File: src/sv/rwmm_pkg.sv
`default_nettype none

package rwmm_pkg;

    // Field widths of the result item and the input sample, fixed by the interface.
    localparam int IN_W    = 16;
    localparam int OUT_W   = 16;
    localparam int COUNT_W = 4;

    // Operation codes.
    localparam logic OP_STORE  = 1'b0;
    localparam logic OP_REPORT = 1'b1;

    typedef enum logic [1:0] {
        ST_IDLE,
        ST_WALK,
        ST_DIVGO,
        ST_DIV
    } state_t;

endpackage

`default_nettype wire

File: src/sv/rwmm_store.sv
`default_nettype none

module rwmm_store #(
    parameter int DEPTH = 10,
    parameter int WIDTH = 16,
    parameter int IDX_W = 4
) (
    input  wire logic             clk,
    input  wire logic             wr_en,
    input  wire logic [IDX_W-1:0] wr_addr,
    input  wire logic [WIDTH-1:0] wr_data,
    input  wire logic             rd_en,
    input  wire logic [IDX_W-1:0] rd_addr,
    output logic      [WIDTH-1:0] rd_data
);

    logic [WIDTH-1:0] mem [DEPTH];

    always_ff @(posedge clk)
    begin
        if (wr_en)
        begin
            mem[wr_addr] <= wr_data;
        end
    end

    always_ff @(posedge clk)
    begin
        if (rd_en)
        begin
            rd_data <= mem[rd_addr];
        end
    end

endmodule

`default_nettype wire

File: src/sv/rwmm_div.sv
`default_nettype none

module rwmm_div #(
    parameter int NUM_W = 20,
    parameter int DEN_W = 4
) (
    input  wire logic                    clk,
    input  wire logic                    rst_n,
    input  wire logic                    start,
    input  wire logic signed [NUM_W-1:0] dividend,
    input  wire logic        [DEN_W-1:0] divisor,
    output logic signed      [NUM_W-1:0] quotient,
    output logic                         done
);

    localparam int STEP_W = $clog2(NUM_W + 1);

    logic              busy_reg;
    logic [STEP_W-1:0] step_reg;
    logic              neg_reg;
    logic [NUM_W-1:0]  quo_reg;
    logic [DEN_W-1:0]  rem_reg;
    logic [DEN_W-1:0]  den_reg;
    logic              done_reg;
    logic [NUM_W-1:0]  q_out_reg;

    logic [DEN_W:0]    shifted;
    logic [DEN_W:0]    diff;
    logic              fits;

    // One restoring step: bring down the next dividend bit and try the subtract.
    always_comb
    begin
        shifted = {rem_reg, quo_reg[NUM_W-1]};
        diff    = shifted - {1'b0, den_reg};
        fits    = !diff[DEN_W];
    end

    always_ff @(posedge clk or negedge rst_n)
    begin
        if (!rst_n)
        begin
            busy_reg <= 1'b0;
            step_reg <= '0;
            done_reg <= 1'b0;
        end
        else
        begin
            done_reg <= 1'b0;
            if (start && !busy_reg)
            begin
                busy_reg <= 1'b1;
                step_reg <= STEP_W'(NUM_W);
            end
            else if (busy_reg)
            begin
                if (step_reg != '0)
                begin
                    step_reg <= step_reg - 1'b1;
                end
                else
                begin
                    busy_reg <= 1'b0;
                    done_reg <= 1'b1;
                end
            end
        end
    end

    always_ff @(posedge clk)
    begin
        if (start && !busy_reg)
        begin
            neg_reg <= dividend[NUM_W-1];
            quo_reg <= dividend[NUM_W-1] ? (~dividend + 1'b1) : dividend;
            rem_reg <= '0;
            den_reg <= divisor;
        end
        else if (busy_reg)
        begin
            if (step_reg != '0)
            begin
                quo_reg <= {quo_reg[NUM_W-2:0], fits};
                rem_reg <= fits ? diff[DEN_W-1:0] : shifted[DEN_W-1:0];
            end
            else
            begin
                // The magnitude quotient takes the dividend's sign: truncation toward zero.
                q_out_reg <= neg_reg ? (~quo_reg + 1'b1) : quo_reg;
            end
        end
    end

    assign quotient = q_out_reg;
    assign done     = done_reg;

endmodule

`default_nettype wire

File: src/sv/ring_window_min_max_mean_unit.sv
// Store item: busy stays low and the next item may follow at once.
// Report item over n stored samples: one store read per entry, then one divider step per
// bit of the sum, whose width is W = SAMPLE_WIDTH + clog2(DEPTH + 1); busy is high
// throughout until the strobe done rises. A report on an empty window answers zeros
// in the next cycle.
// Reset clears the write pointer, the fill count and control; stored samples are not cleared.
`default_nettype none

module ring_window_min_max_mean_unit
    import rwmm_pkg::*;
#(
    parameter int DEPTH        = 10,
    parameter int SAMPLE_WIDTH = 16
) (
    input  wire logic                     clk,
    input  wire logic                     rst_n,
    input  wire logic                     start,
    output logic                          busy,
    input  wire logic                     op,
    input  wire logic signed [IN_W-1:0]   sample_value,
    output logic                          done,
    output logic signed      [OUT_W-1:0]  mean_value,
    output logic signed      [OUT_W-1:0]  min_value,
    output logic signed      [OUT_W-1:0]  max_value,
    output logic             [COUNT_W-1:0] sample_count
);

    localparam int IDX_W = (DEPTH > 1) ? $clog2(DEPTH) : 1;
    localparam int CNT_W = $clog2(DEPTH + 1);
    localparam int PTR_W = $clog2(2 * DEPTH + 1);
    localparam int SUM_W = SAMPLE_WIDTH + CNT_W;
    localparam logic [IDX_W-1:0] IDX_LAST = IDX_W'(DEPTH - 1);
    localparam logic [CNT_W-1:0] CNT_FULL = CNT_W'(DEPTH);
    localparam logic [PTR_W-1:0] PTR_DEPTH = PTR_W'(DEPTH);

    state_t state_reg, state_next;

    logic [IDX_W-1:0] wp_reg;
    logic [CNT_W-1:0] fill_reg;
    logic [IDX_W-1:0] rd_idx_reg;
    logic [CNT_W-1:0] left_reg;
    logic             first_reg;
    logic             rd_vld_reg;

    logic signed [SUM_W-1:0]        sum_reg;
    logic signed [SAMPLE_WIDTH-1:0] min_reg;
    logic signed [SAMPLE_WIDTH-1:0] max_reg;

    logic                    done_reg;
    logic signed [OUT_W-1:0] mean_reg;
    logic signed [OUT_W-1:0] min_out_reg;
    logic signed [OUT_W-1:0] max_out_reg;
    logic [COUNT_W-1:0]      cnt_out_reg;

    logic accept;
    logic wr_en;
    logic begin_walk;
    logic empty_rep;
    logic rd_en;
    logic last;
    logic div_start;

    logic signed [SAMPLE_WIDTH-1:0] rd_data;
    logic signed [SAMPLE_WIDTH-1:0] wr_data;
    logic signed [SUM_W-1:0]        quotient;
    logic                           div_done;

    logic [PTR_W-1:0] oldest_raw;
    logic [IDX_W-1:0] oldest_idx;

    assign busy    = (state_reg != ST_IDLE);
    assign wr_data = SAMPLE_WIDTH'(sample_value);

    // Oldest filled entry: (pointer - count) mod DEPTH, with count never above DEPTH.
    always_comb
    begin
        oldest_raw = PTR_W'(wp_reg) + PTR_DEPTH - PTR_W'(fill_reg);
        if (oldest_raw >= PTR_DEPTH)
        begin
            oldest_raw = oldest_raw - PTR_DEPTH;
        end
        oldest_idx = oldest_raw[IDX_W-1:0];
    end

    always_comb
    begin
        state_next = state_reg;
        case (state_reg)
            ST_IDLE:
            begin
                if (begin_walk)
                begin
                    state_next = ST_WALK;
                end
            end
            ST_WALK:
            begin
                if (last)
                begin
                    state_next = ST_DIVGO;
                end
            end
            ST_DIVGO:
            begin
                state_next = ST_DIV;
            end
            ST_DIV:
            begin
                if (div_done)
                begin
                    state_next = ST_IDLE;
                end
            end
            default:
            begin
                state_next = ST_IDLE;
            end
        endcase
    end

    always_comb
    begin
        accept     = start && !busy;
        wr_en      = accept && (op == OP_STORE);
        begin_walk = accept && (op == OP_REPORT) && (fill_reg != '0);
        empty_rep  = accept && (op == OP_REPORT) && (fill_reg == '0);
        rd_en      = (state_reg == ST_WALK) && (left_reg != '0);
        last       = (state_reg == ST_WALK) && rd_vld_reg && (left_reg == '0);
        div_start  = (state_reg == ST_DIVGO);
    end

    always_ff @(posedge clk or negedge rst_n)
    begin
        if (!rst_n)
        begin
            state_reg  <= ST_IDLE;
            wp_reg     <= '0;
            fill_reg   <= '0;
            left_reg   <= '0;
            rd_vld_reg <= 1'b0;
            first_reg  <= 1'b0;
            done_reg   <= 1'b0;
        end
        else
        begin
            state_reg  <= state_next;
            rd_vld_reg <= rd_en;
            done_reg   <= empty_rep || ((state_reg == ST_DIV) && div_done);
            if (wr_en)
            begin
                wp_reg <= (wp_reg == IDX_LAST) ? '0 : wp_reg + 1'b1;
                if (fill_reg != CNT_FULL)
                begin
                    fill_reg <= fill_reg + 1'b1;
                end
            end
            if (begin_walk)
            begin
                left_reg  <= fill_reg;
                first_reg <= 1'b1;
            end
            else
            begin
                if (rd_en)
                begin
                    left_reg <= left_reg - 1'b1;
                end
                if (rd_vld_reg)
                begin
                    first_reg <= 1'b0;
                end
            end
        end
    end

    always_ff @(posedge clk)
    begin
        if (begin_walk)
        begin
            rd_idx_reg <= oldest_idx;
        end
        else if (rd_en)
        begin
            rd_idx_reg <= (rd_idx_reg == IDX_LAST) ? '0 : rd_idx_reg + 1'b1;
        end

        if (rd_vld_reg)
        begin
            if (first_reg)
            begin
                sum_reg <= SUM_W'(rd_data);
                min_reg <= rd_data;
                max_reg <= rd_data;
            end
            else
            begin
                sum_reg <= sum_reg + SUM_W'(rd_data);
                if (rd_data < min_reg)
                begin
                    min_reg <= rd_data;
                end
                if (rd_data > max_reg)
                begin
                    max_reg <= rd_data;
                end
            end
        end

        if (empty_rep)
        begin
            mean_reg    <= '0;
            min_out_reg <= '0;
            max_out_reg <= '0;
            cnt_out_reg <= '0;
        end
        else if ((state_reg == ST_DIV) && div_done)
        begin
            mean_reg    <= OUT_W'(quotient);
            min_out_reg <= OUT_W'(min_reg);
            max_out_reg <= OUT_W'(max_reg);
            cnt_out_reg <= COUNT_W'(fill_reg);
        end
    end

    rwmm_store #(
        .DEPTH (DEPTH),
        .WIDTH (SAMPLE_WIDTH),
        .IDX_W (IDX_W)
    ) u_store (
        .clk     (clk),
        .wr_en   (wr_en),
        .wr_addr (wp_reg),
        .wr_data (wr_data),
        .rd_en   (rd_en),
        .rd_addr (rd_idx_reg),
        .rd_data (rd_data)
    );

    rwmm_div #(
        .NUM_W (SUM_W),
        .DEN_W (CNT_W)
    ) u_div (
        .clk      (clk),
        .rst_n    (rst_n),
        .start    (div_start),
        .dividend (sum_reg),
        .divisor  (fill_reg),
        .quotient (quotient),
        .done     (div_done)
    );

    assign done         = done_reg;
    assign mean_value   = mean_reg;
    assign min_value    = min_out_reg;
    assign max_value    = max_out_reg;
    assign sample_count = cnt_out_reg;

    a_fill_bound: assert property (@(posedge clk) disable iff (!rst_n)
        fill_reg <= CNT_FULL)
        else $error("fill count above window depth");

    a_ptr_bound: assert property (@(posedge clk) disable iff (!rst_n)
        wp_reg <= IDX_LAST)
        else $error("write pointer out of range");

    a_report_busy: assert property (@(posedge clk) disable iff (!rst_n)
        begin_walk |=> busy)
        else $error("report on a filled window did not raise busy");

    a_done_idle: assert property (@(posedge clk) disable iff (!rst_n)
        done |-> !busy)
        else $error("result strobe while still busy");

    a_min_le_max: assert property (@(posedge clk) disable iff (!rst_n)
        done |-> (min_value <= max_value))
        else $error("reported minimum above maximum");

endmodule

`default_nettype wire
File: config.mk
export PLATFORM = sky130hd
export DESIGN_NAME = ring_window_min_max_mean_unit
export DESIGN_NICKNAME = d
export VERILOG_FILES = /design/src/sv/rwmm_pkg.sv /design/src/sv/rwmm_store.sv /design/src/sv/rwmm_div.sv /design/src/sv/ring_window_min_max_mean_unit.sv
export SDC_FILE = /design/constraint.sdc
export NUM_CORES = 1
export LEC_CHECK = 0
export BUFFER_PORTS_ARGS = -buffer_cell sky130_fd_sc_hd__buf_2
export CAP_MARGIN = 20
export CORE_MARGIN = 5
export CORE_UTILIZATION = 50
export CTS_BUF_LIST = sky130_fd_sc_hd__clkbuf_4 sky130_fd_sc_hd__clkbuf_8 sky130_fd_sc_hd__clkbuf_16
export CTS_CLUSTER_SIZE = 30
export DETAILED_ROUTE_END_ITERATION = 10
export PLACE_DENSITY_LB_ADDON = 0.08
export SLEW_MARGIN = 5
export SYNTH_ARGS = -nofsm -noshare
export SYNTH_HDL_FRONTEND = slang
export SYNTH_SLANG_ARGS = --single-unit
File: constraint.sdc
create_clock -name clk -period 8.1 [get_ports clk]
set_input_delay 0.405 -clock clk [delete_from_list [all_inputs] [get_ports clk]]
set_output_delay 0.405 -clock clk [all_outputs]
set_load 0.05 [all_outputs]
# After elaboration in Yosys (flattened, before gate mapping)
# Memories as Yosys holds them, arrays and structs flattened. A register that Yosys moved wholly into a read port is not among the register bits.
# Cells that the tools add are included.
[totals]
n_memories = 1
mem_bits_rw = 160
elab_cells = 122
register_bits = 177
out_inout_bits = 54
inputBits = 20
[mem_list]
columns = ["name", "words", "width", "read_ports", "rd_clocked_by_memory_dff", "write_ports", "line_no", "rtl"]
rows = [
  ["u_store.mem", 10, 16, 1, 1, 1, "rwmm_store.sv:17", "logic [WIDTH-1:0] mem [DEPTH];"],
]
[op_classes]
order_cmp = 3
addsub = 12
n_reduce_logical = 34
bitwise_logic = 5
mux = 35
eq_ne = 9
[ops]
columns = ["cell", "n"]
rows = [
  ["two-way mux 20 bit", 5],
  ["two-way mux 16 bit", 5],
  ["two-way mux 4 bit", 8],
  ["adder 20 x 1 -> 20 bit (second input constant)", 1],
  ["adder 20 x 16 -> 20 bit", 1],
  ["NOT 20 bit", 1],
  ["adder 16 x 1 -> 16 bit (second input constant)", 1],
  ["greater-than comparator 16 bit", 1],
  ["< comparator 16 bit", 1],
  ["NOT 16 bit", 1],
  ["two-way mux 5 bit", 3],
  ["nonzero test 2 bit", 7],
  ["adder 4 x 1 -> 4 bit (second input constant)", 3],
  ["logical AND 1 bit", 10],
  ["two-way mux 1 bit", 10],
  ["AND reduction 2 bit", 5],
  ["subtractor 5 x 4 -> 5 bit", 2],
  ["== test 4 bit (second input constant)", 2],
  ["logical NOT 4 bit", 2],
  ["case mux 2 bit (4 select lines)", 1],
  ["nonzero test 4 bit", 2],
  ["two-way mux 2 bit", 3],
  ["AND reduction 3 bit", 2],
  ["adder 4 x 4 -> 5 bit (second input constant)", 1],
  ["14 further kinds", 20],
]

# Depth between registers and ports, before layout
[depth]
word_depth = 7
mapped_depth = 12
mapped_depth_nobuf = 11

# Cells and area by module
# A second synthesis with hierarchy kept.
[hier_totals]
cells_unflattened = 1344
area_unflattened_um2 = 16558.4
[modules_own_cells]
columns = ["module", "instances", "cells_each", "area_per_inst_um2", "seq_area_each_um2"]
rows = [
  ["rwmm_store", 1, 358, 6872.8, 5285.1],
  ["ring_window_min_max_mean_unit", 1, 701, 6620.1, 3148.0],
  ["rwmm_div", 1, 285, 3065.4, 1606.5],
]

# Least setup slack after synthesis
# Ideal clock, no wire load.
[synth_timing]
path_kind = "register -> register"
from = "register u_store.rd_data[13], read port of u_store.mem"
to = "register min_reg[0] (enable)"
n_path_buf = 0
stages_incl_launch_ff = 8
period_less_slack_ps = 3251
arrival_time_ps = 2837
setup_ps = 414
required_ps = 7686
setup_slack_ps = 4849
cell_sequence = "edfxtp_1 -> ha_1 -> a21o_1 -> a21o_1 -> a21oi_1 -> o21ai_0 -> mux2_2 -> a211oi_1"
[synth_between]
elab_chain_cells = 3
[synth_lines]
columns = ["element", "line_no", "rtl"]
rows = [
  ["start, declared", "rwmm_store.sv:14", "output logic [WIDTH-1:0] rd_data"],
  ["< comparator 16 bit", "ring_window_min_max_mean_unit.sv:198", "if (rd_data < min_reg)"],
  ["nonzero test 2 bit (no line)", "-", ""],
  ["AND reduction 2 bit (no line)", "-", ""],
  ["end signal, assigned", "ring_window_min_max_mean_unit.sv:192", "min_reg <= rd_data;"],
  ["end signal, assigned", "ring_window_min_max_mean_unit.sv:200", "min_reg <= rd_data;"],
  ["end, declared", "ring_window_min_max_mean_unit.sv:46", "logic signed [SAMPLE_WIDTH-1:0] min_reg;"],
]
# Every way passes these cells.
# A chain may end at the register's enable or synchronous reset.

# Worst setup path after layout
[layout_timing]
from = "register u_store.rd_data[2], read port of u_store.mem"
to = "register sum_reg[12] (data pin)"
[layout_between]
elab_chain_cells = 2
[layout_lines]
columns = ["element", "line_no", "rtl"]
rows = [
  ["adder 20 x 16 -> 20 bit", "ring_window_min_max_mean_unit.sv:197", "sum_reg <= sum_reg + SUM_W'(rd_data);"],
  ["two-way mux 20 bit", "ring_window_min_max_mean_unit.sv:189", "if (first_reg)"],
  ["end signal, assigned", "ring_window_min_max_mean_unit.sv:191", "sum_reg <= SUM_W'(rd_data);"],
  ["end signal, assigned", "ring_window_min_max_mean_unit.sv:197", ""],
  ["end, declared", "ring_window_min_max_mean_unit.sv:45", "logic signed [SUM_W-1:0] sum_reg;"],
]
# Every way passes these cells.

==> impl.org <==
** Worst setup path
- Data arrives at the worst endpoint at 3.19 ns.
- The signal on the critical path passes through ha_1 -> nor2b_1 -> o31a_1 -> o21ai_0 -> a211oi_1 -> o311a_1 -> a311oi_1.
- For this run, the slowest stage of the critical path takes 0.54 ns.
- The worst register-to-register path ends at sum_reg[12].
- The worst setup path is of the flop to flop kind.
- The number of cells on the worst reg-to-reg path is 7.
- On the critical path the largest part of the delay comes from compound AO/OA/AOI/OAI gates.
- Kind of capture point of the worst setup path :: flop
- The critical path contains buffers and inverters numbering 0 combined.
- Largest driver fanout on the critical path :: 6
- Cell with the largest stage delay on the worst path :: sky130_fd_sc_hd__edfxtp_1
- The worst setup path is launched from a flop.
- CP Launch Point :: u_store.rd_data[2]
- The startpoint identified for the worst register-to-register timing path is u_store.rd_data[2].
- The setup check on the worst reg-to-reg path leaves a slack of 5.26 ns.
- STA puts the critical path data required time at ~8.5 ns.

** Job
- Max-cap violation count :: 0

** GRT
- Via count of the first global-routing pass :: a little over 10000
- Residual overflow from global routing :: 0
- The first global-routing pass estimated ~54000 µm of wire.
- Entering global routing, the biggest net connects 54 pins.
- All-layer global routing usage :: 0.1875
- The number of antenna violations at the first check in global routing came to 0.

** Floorplanning
- Initial Util :: 0.5015
- Area of the core :: between 30000 and 40000 µm²
- In this run the vertical extent of the chip is between 150 and 200 µm.
- Pin placement for this block handled 74 I/O pins.
- Die Outline Area :: between 30000 and 40000 µm²
- The die is between 150 and 200 µm wide.
- Number of placement rows :: 66

** Route
- In this run the remaining antenna-violating nets after routing total 0.
- Final wirelength :: between 30000 and 40000 µm
- The first detailed-routing pass took 5 iterations.
- Final routed wire length divided by cell count :: ~18 µm
- The detailed router placed 10081 vias in this run.
- In this run, the number of DRC markers left after iteration 0 of detailed routing was 596.
- Routed via count divided by cell count :: between 5 and 6
- After detailed routing, the number of remaining DRC violations is 0.

** Logic synthesis
- Netlist Area Pre-Place :: approximately 16000 µm²
- Number of synthesized register bits :: ~350
- After synthesis, the share of flip-flops with an asynchronous set or reset is 0.06799.
- Summed over all instances, the cell type with the most area after synthesis is sky130_fd_sc_hd__edfxtp_1.
- Cell with the most instances after synthesis :: sky130_fd_sc_hd__edfxtp_1
- Number of synthesis warnings :: 0
- Number of enable-type register cells in the synthesized netlist :: approximately 270
- Proportion of synthesized chip area in sequential cells :: 0.6126
- Synthesized Nets :: 1400
- Share of the synthesized area in the top cell type :: 0.5063
- Yosys mapped the design onto between 60 and 70 distinct sky130hd cell types.
- Most instantiated cells after synthesis :: sky130_fd_sc_hd__edfxtp_1 (273), sky130_fd_sc_hd__nand2_1 (185), sky130_fd_sc_hd__a21oi_1 (107)
- Synthesized instance count :: roughly 1300
- Leading register cell type out of synthesis :: sky130_fd_sc_hd__edfxtp_1
- Largest cells by area after synthesis :: sky130_fd_sc_hd__edfxtp_1 (51%), sky130_fd_sc_hd__dfxtp_1 (6.9%), sky130_fd_sc_hd__ha_1 (5.7%)
- Mean Syn Cell Area :: 12.43 µm²

** Power and ir drop
- IR Drop Worst-Case VDD :: roughly 220 µV
- In this run the power density over the cells is 449.8 nW/µm².
- Summed over all cells, the static leakage comes to roughly 0.007 µW.

** Worst hold path
- The worst hold path begins at sample_value[6].
- Instance count along the most critical hold path :: 1
- Worst-case hold path end point :: u_store.mem[3][6]
- The path class of the tightest hold or removal check is input port to flop.

** STA
- Hold timing on the final database bottoms out at a slack of around 0.17 ns.
- Slew @ Worst Pin :: 1.024 ns
- Of the available clock period, the critical path in the final layout requires 0.3502.
- Timing-limited maximum frequency :: around 0.35 GHz
- Final Hold Fails :: 0
- Setup repair after global routing missed its margin :: no
- Max-slew violation count :: 0
- Slew headroom :: 0.3176
- Setup violations remaining at the end of the flow were counted as 0.
- Between clock sinks in the finished design, the worst skew comes to about 0.018 ns.
- The routed design could run at a clock period as short as around 2.8 ns.
- Aggregate negative setup slack :: 0 ns

** Layout
- Flip-flop count of the largest register, all copies and words added :: 160
- Share of post-route cells with drive strength above 1 :: 0.1522
- Layout overhead on the synthesized area :: 13.58%
- The number of antenna diodes in the final layout is 0.
- Final net count :: ~1500

** Clock network
- Insertion delay to the later sink of the worst-skew pair :: roughly 0.54 ns
- TritonCTS built the clock tree.
- The number of hold buffers added after CTS was 1.
- Cts bufs inserted :: 39
- Post-CTS timing repair inserted 0 buffers for setup.
- The tree built by TritonCTS fans out to about 350 sinks.
- Maximum level of the CTS H-tree :: 2
- Register clock-pin slew on the reported worst setup and hold paths :: ~0.060 ns
- Bufs on Longest Clock Path :: 3
- CTS placed an instance of sky130_fd_sc_hd__clkbuf_16 at the clock tree root.
- CTS resizes :: 0

** Placed design
- Final HPWL DP :: 22960 µm
- IO buf count :: 73
- Weighted congestion reported at the end of routability-driven placement :: 0.8548

** Outcome
- Status :: complete, no violations
[per-layer routing]
metal / global-route usage / vias up / wire length (µm)
met5: 0 / - / 0
met4: 0.05676 / 0 / 871
met3: 0.02844 / 62 / 1417
met2: 0.3163 / 187 / 16090
met1: 0.2533 / 4871 / 15230
li1: - / 4961 / -
[worst register-to-register path, stage by stage (launching register included)]
cell,delay (ns)
sky130_fd_sc_hd__edfxtp_1,0.54
sky130_fd_sc_hd__ha_1,0.40
sky130_fd_sc_hd__nor2b_1,0.16
sky130_fd_sc_hd__o31a_1,0.28
sky130_fd_sc_hd__o21ai_0,0.46
sky130_fd_sc_hd__a211oi_1,0.21
sky130_fd_sc_hd__o311a_1,0.34
sky130_fd_sc_hd__a311oi_1,0.26
[through the flow]
stage	util	total power (µW)	cell area, µm²	cells	setup slack (ns)
floorplan	-	5667	16190	1303	4.849
global placement	0.5276	6498	17040	1776	5.361
detailed placement	0.5282	6539	17060	1777	5.297
CTS	0.5690	8356	18370	1847	5.264
global route	0.5696	8873	18390	1848	5.110
finish	0.5696	8273	18390	1848	5.263
[report_power, final]
group	total [µW]	switching (µW)	internal (µW)
sequential	3070	471	2600
clock	1780	708	1080
combinational	3420	2090	1320
[layout make-up]
cell class                      instances  area [µm²]
Clock buffer                           49        1076
Fill cell                            2683       13900
Inverter                               79       296.5
Multi-Input combinational cell        811        5767
Timing Repair Buffer                   94       550.5
Sequential cell                       353        9920
Tap cell                              442       553.0
Clock inverter                         20       230.2
[kinds of logic after synthesis]
kind of cell / Yosys count / share of synthesized area
multiplexers: 61 / 0.06313
adder cells (fa/ha/maj): 77 / 0.06089
XOR/XNOR: 54 / 0.02921
buffers and inverters: 139 / 0.03431
flip-flops: 353 / 0.6126
AND/OR/NAND/NOR: 343 / 0.09628
AO/OA/AOI/OAI: 276 / 0.1036
[placed cells by master, fill, tap and decap left out, types with 10 or more instances in the layout]
cell type and instances:
sky130_fd_sc_hd__buf_2 73, sky130_fd_sc_hd__inv_1 78, sky130_fd_sc_hd__xor2_1 20, sky130_fd_sc_hd__clkinv_2 10
sky130_fd_sc_hd__nor2_1 39, sky130_fd_sc_hd__o31ai_1 13, sky130_fd_sc_hd__mux4_2 32, sky130_fd_sc_hd__ha_1 74
sky130_fd_sc_hd__dfxtp_1 56, sky130_fd_sc_hd__mux2i_1 20, sky130_fd_sc_hd__a21oi_1 107, sky130_fd_sc_hd__o21ai_0 71
sky130_fd_sc_hd__a21o_1 14, sky130_fd_sc_hd__nand2_1 184, sky130_fd_sc_hd__dfrtp_1 24, sky130_fd_sc_hd__xnor2_1 34
sky130_fd_sc_hd__and2_1 20, sky130_fd_sc_hd__nor2b_1 10, sky130_fd_sc_hd__nor3_1 13, sky130_fd_sc_hd__buf_4 18
sky130_fd_sc_hd__edfxtp_1 273, sky130_fd_sc_hd__nand3_1 27, sky130_fd_sc_hd__a211oi_1 26, sky130_fd_sc_hd__clkbuf_16 39
[worst max-delay path by stage]
stage,endpoint,cells past startpoint
2_1_floorplan,min_reg[0],7
3_3_place_gp,rd_idx_reg[2],11
3_5_place_dp,rd_idx_reg[2],11
4_1_cts,rd_idx_reg[2],11
5_1_grt,rd_idx_reg[2],11
6_report,sum_reg[12],7
Power figures use the tool's default switching activity.
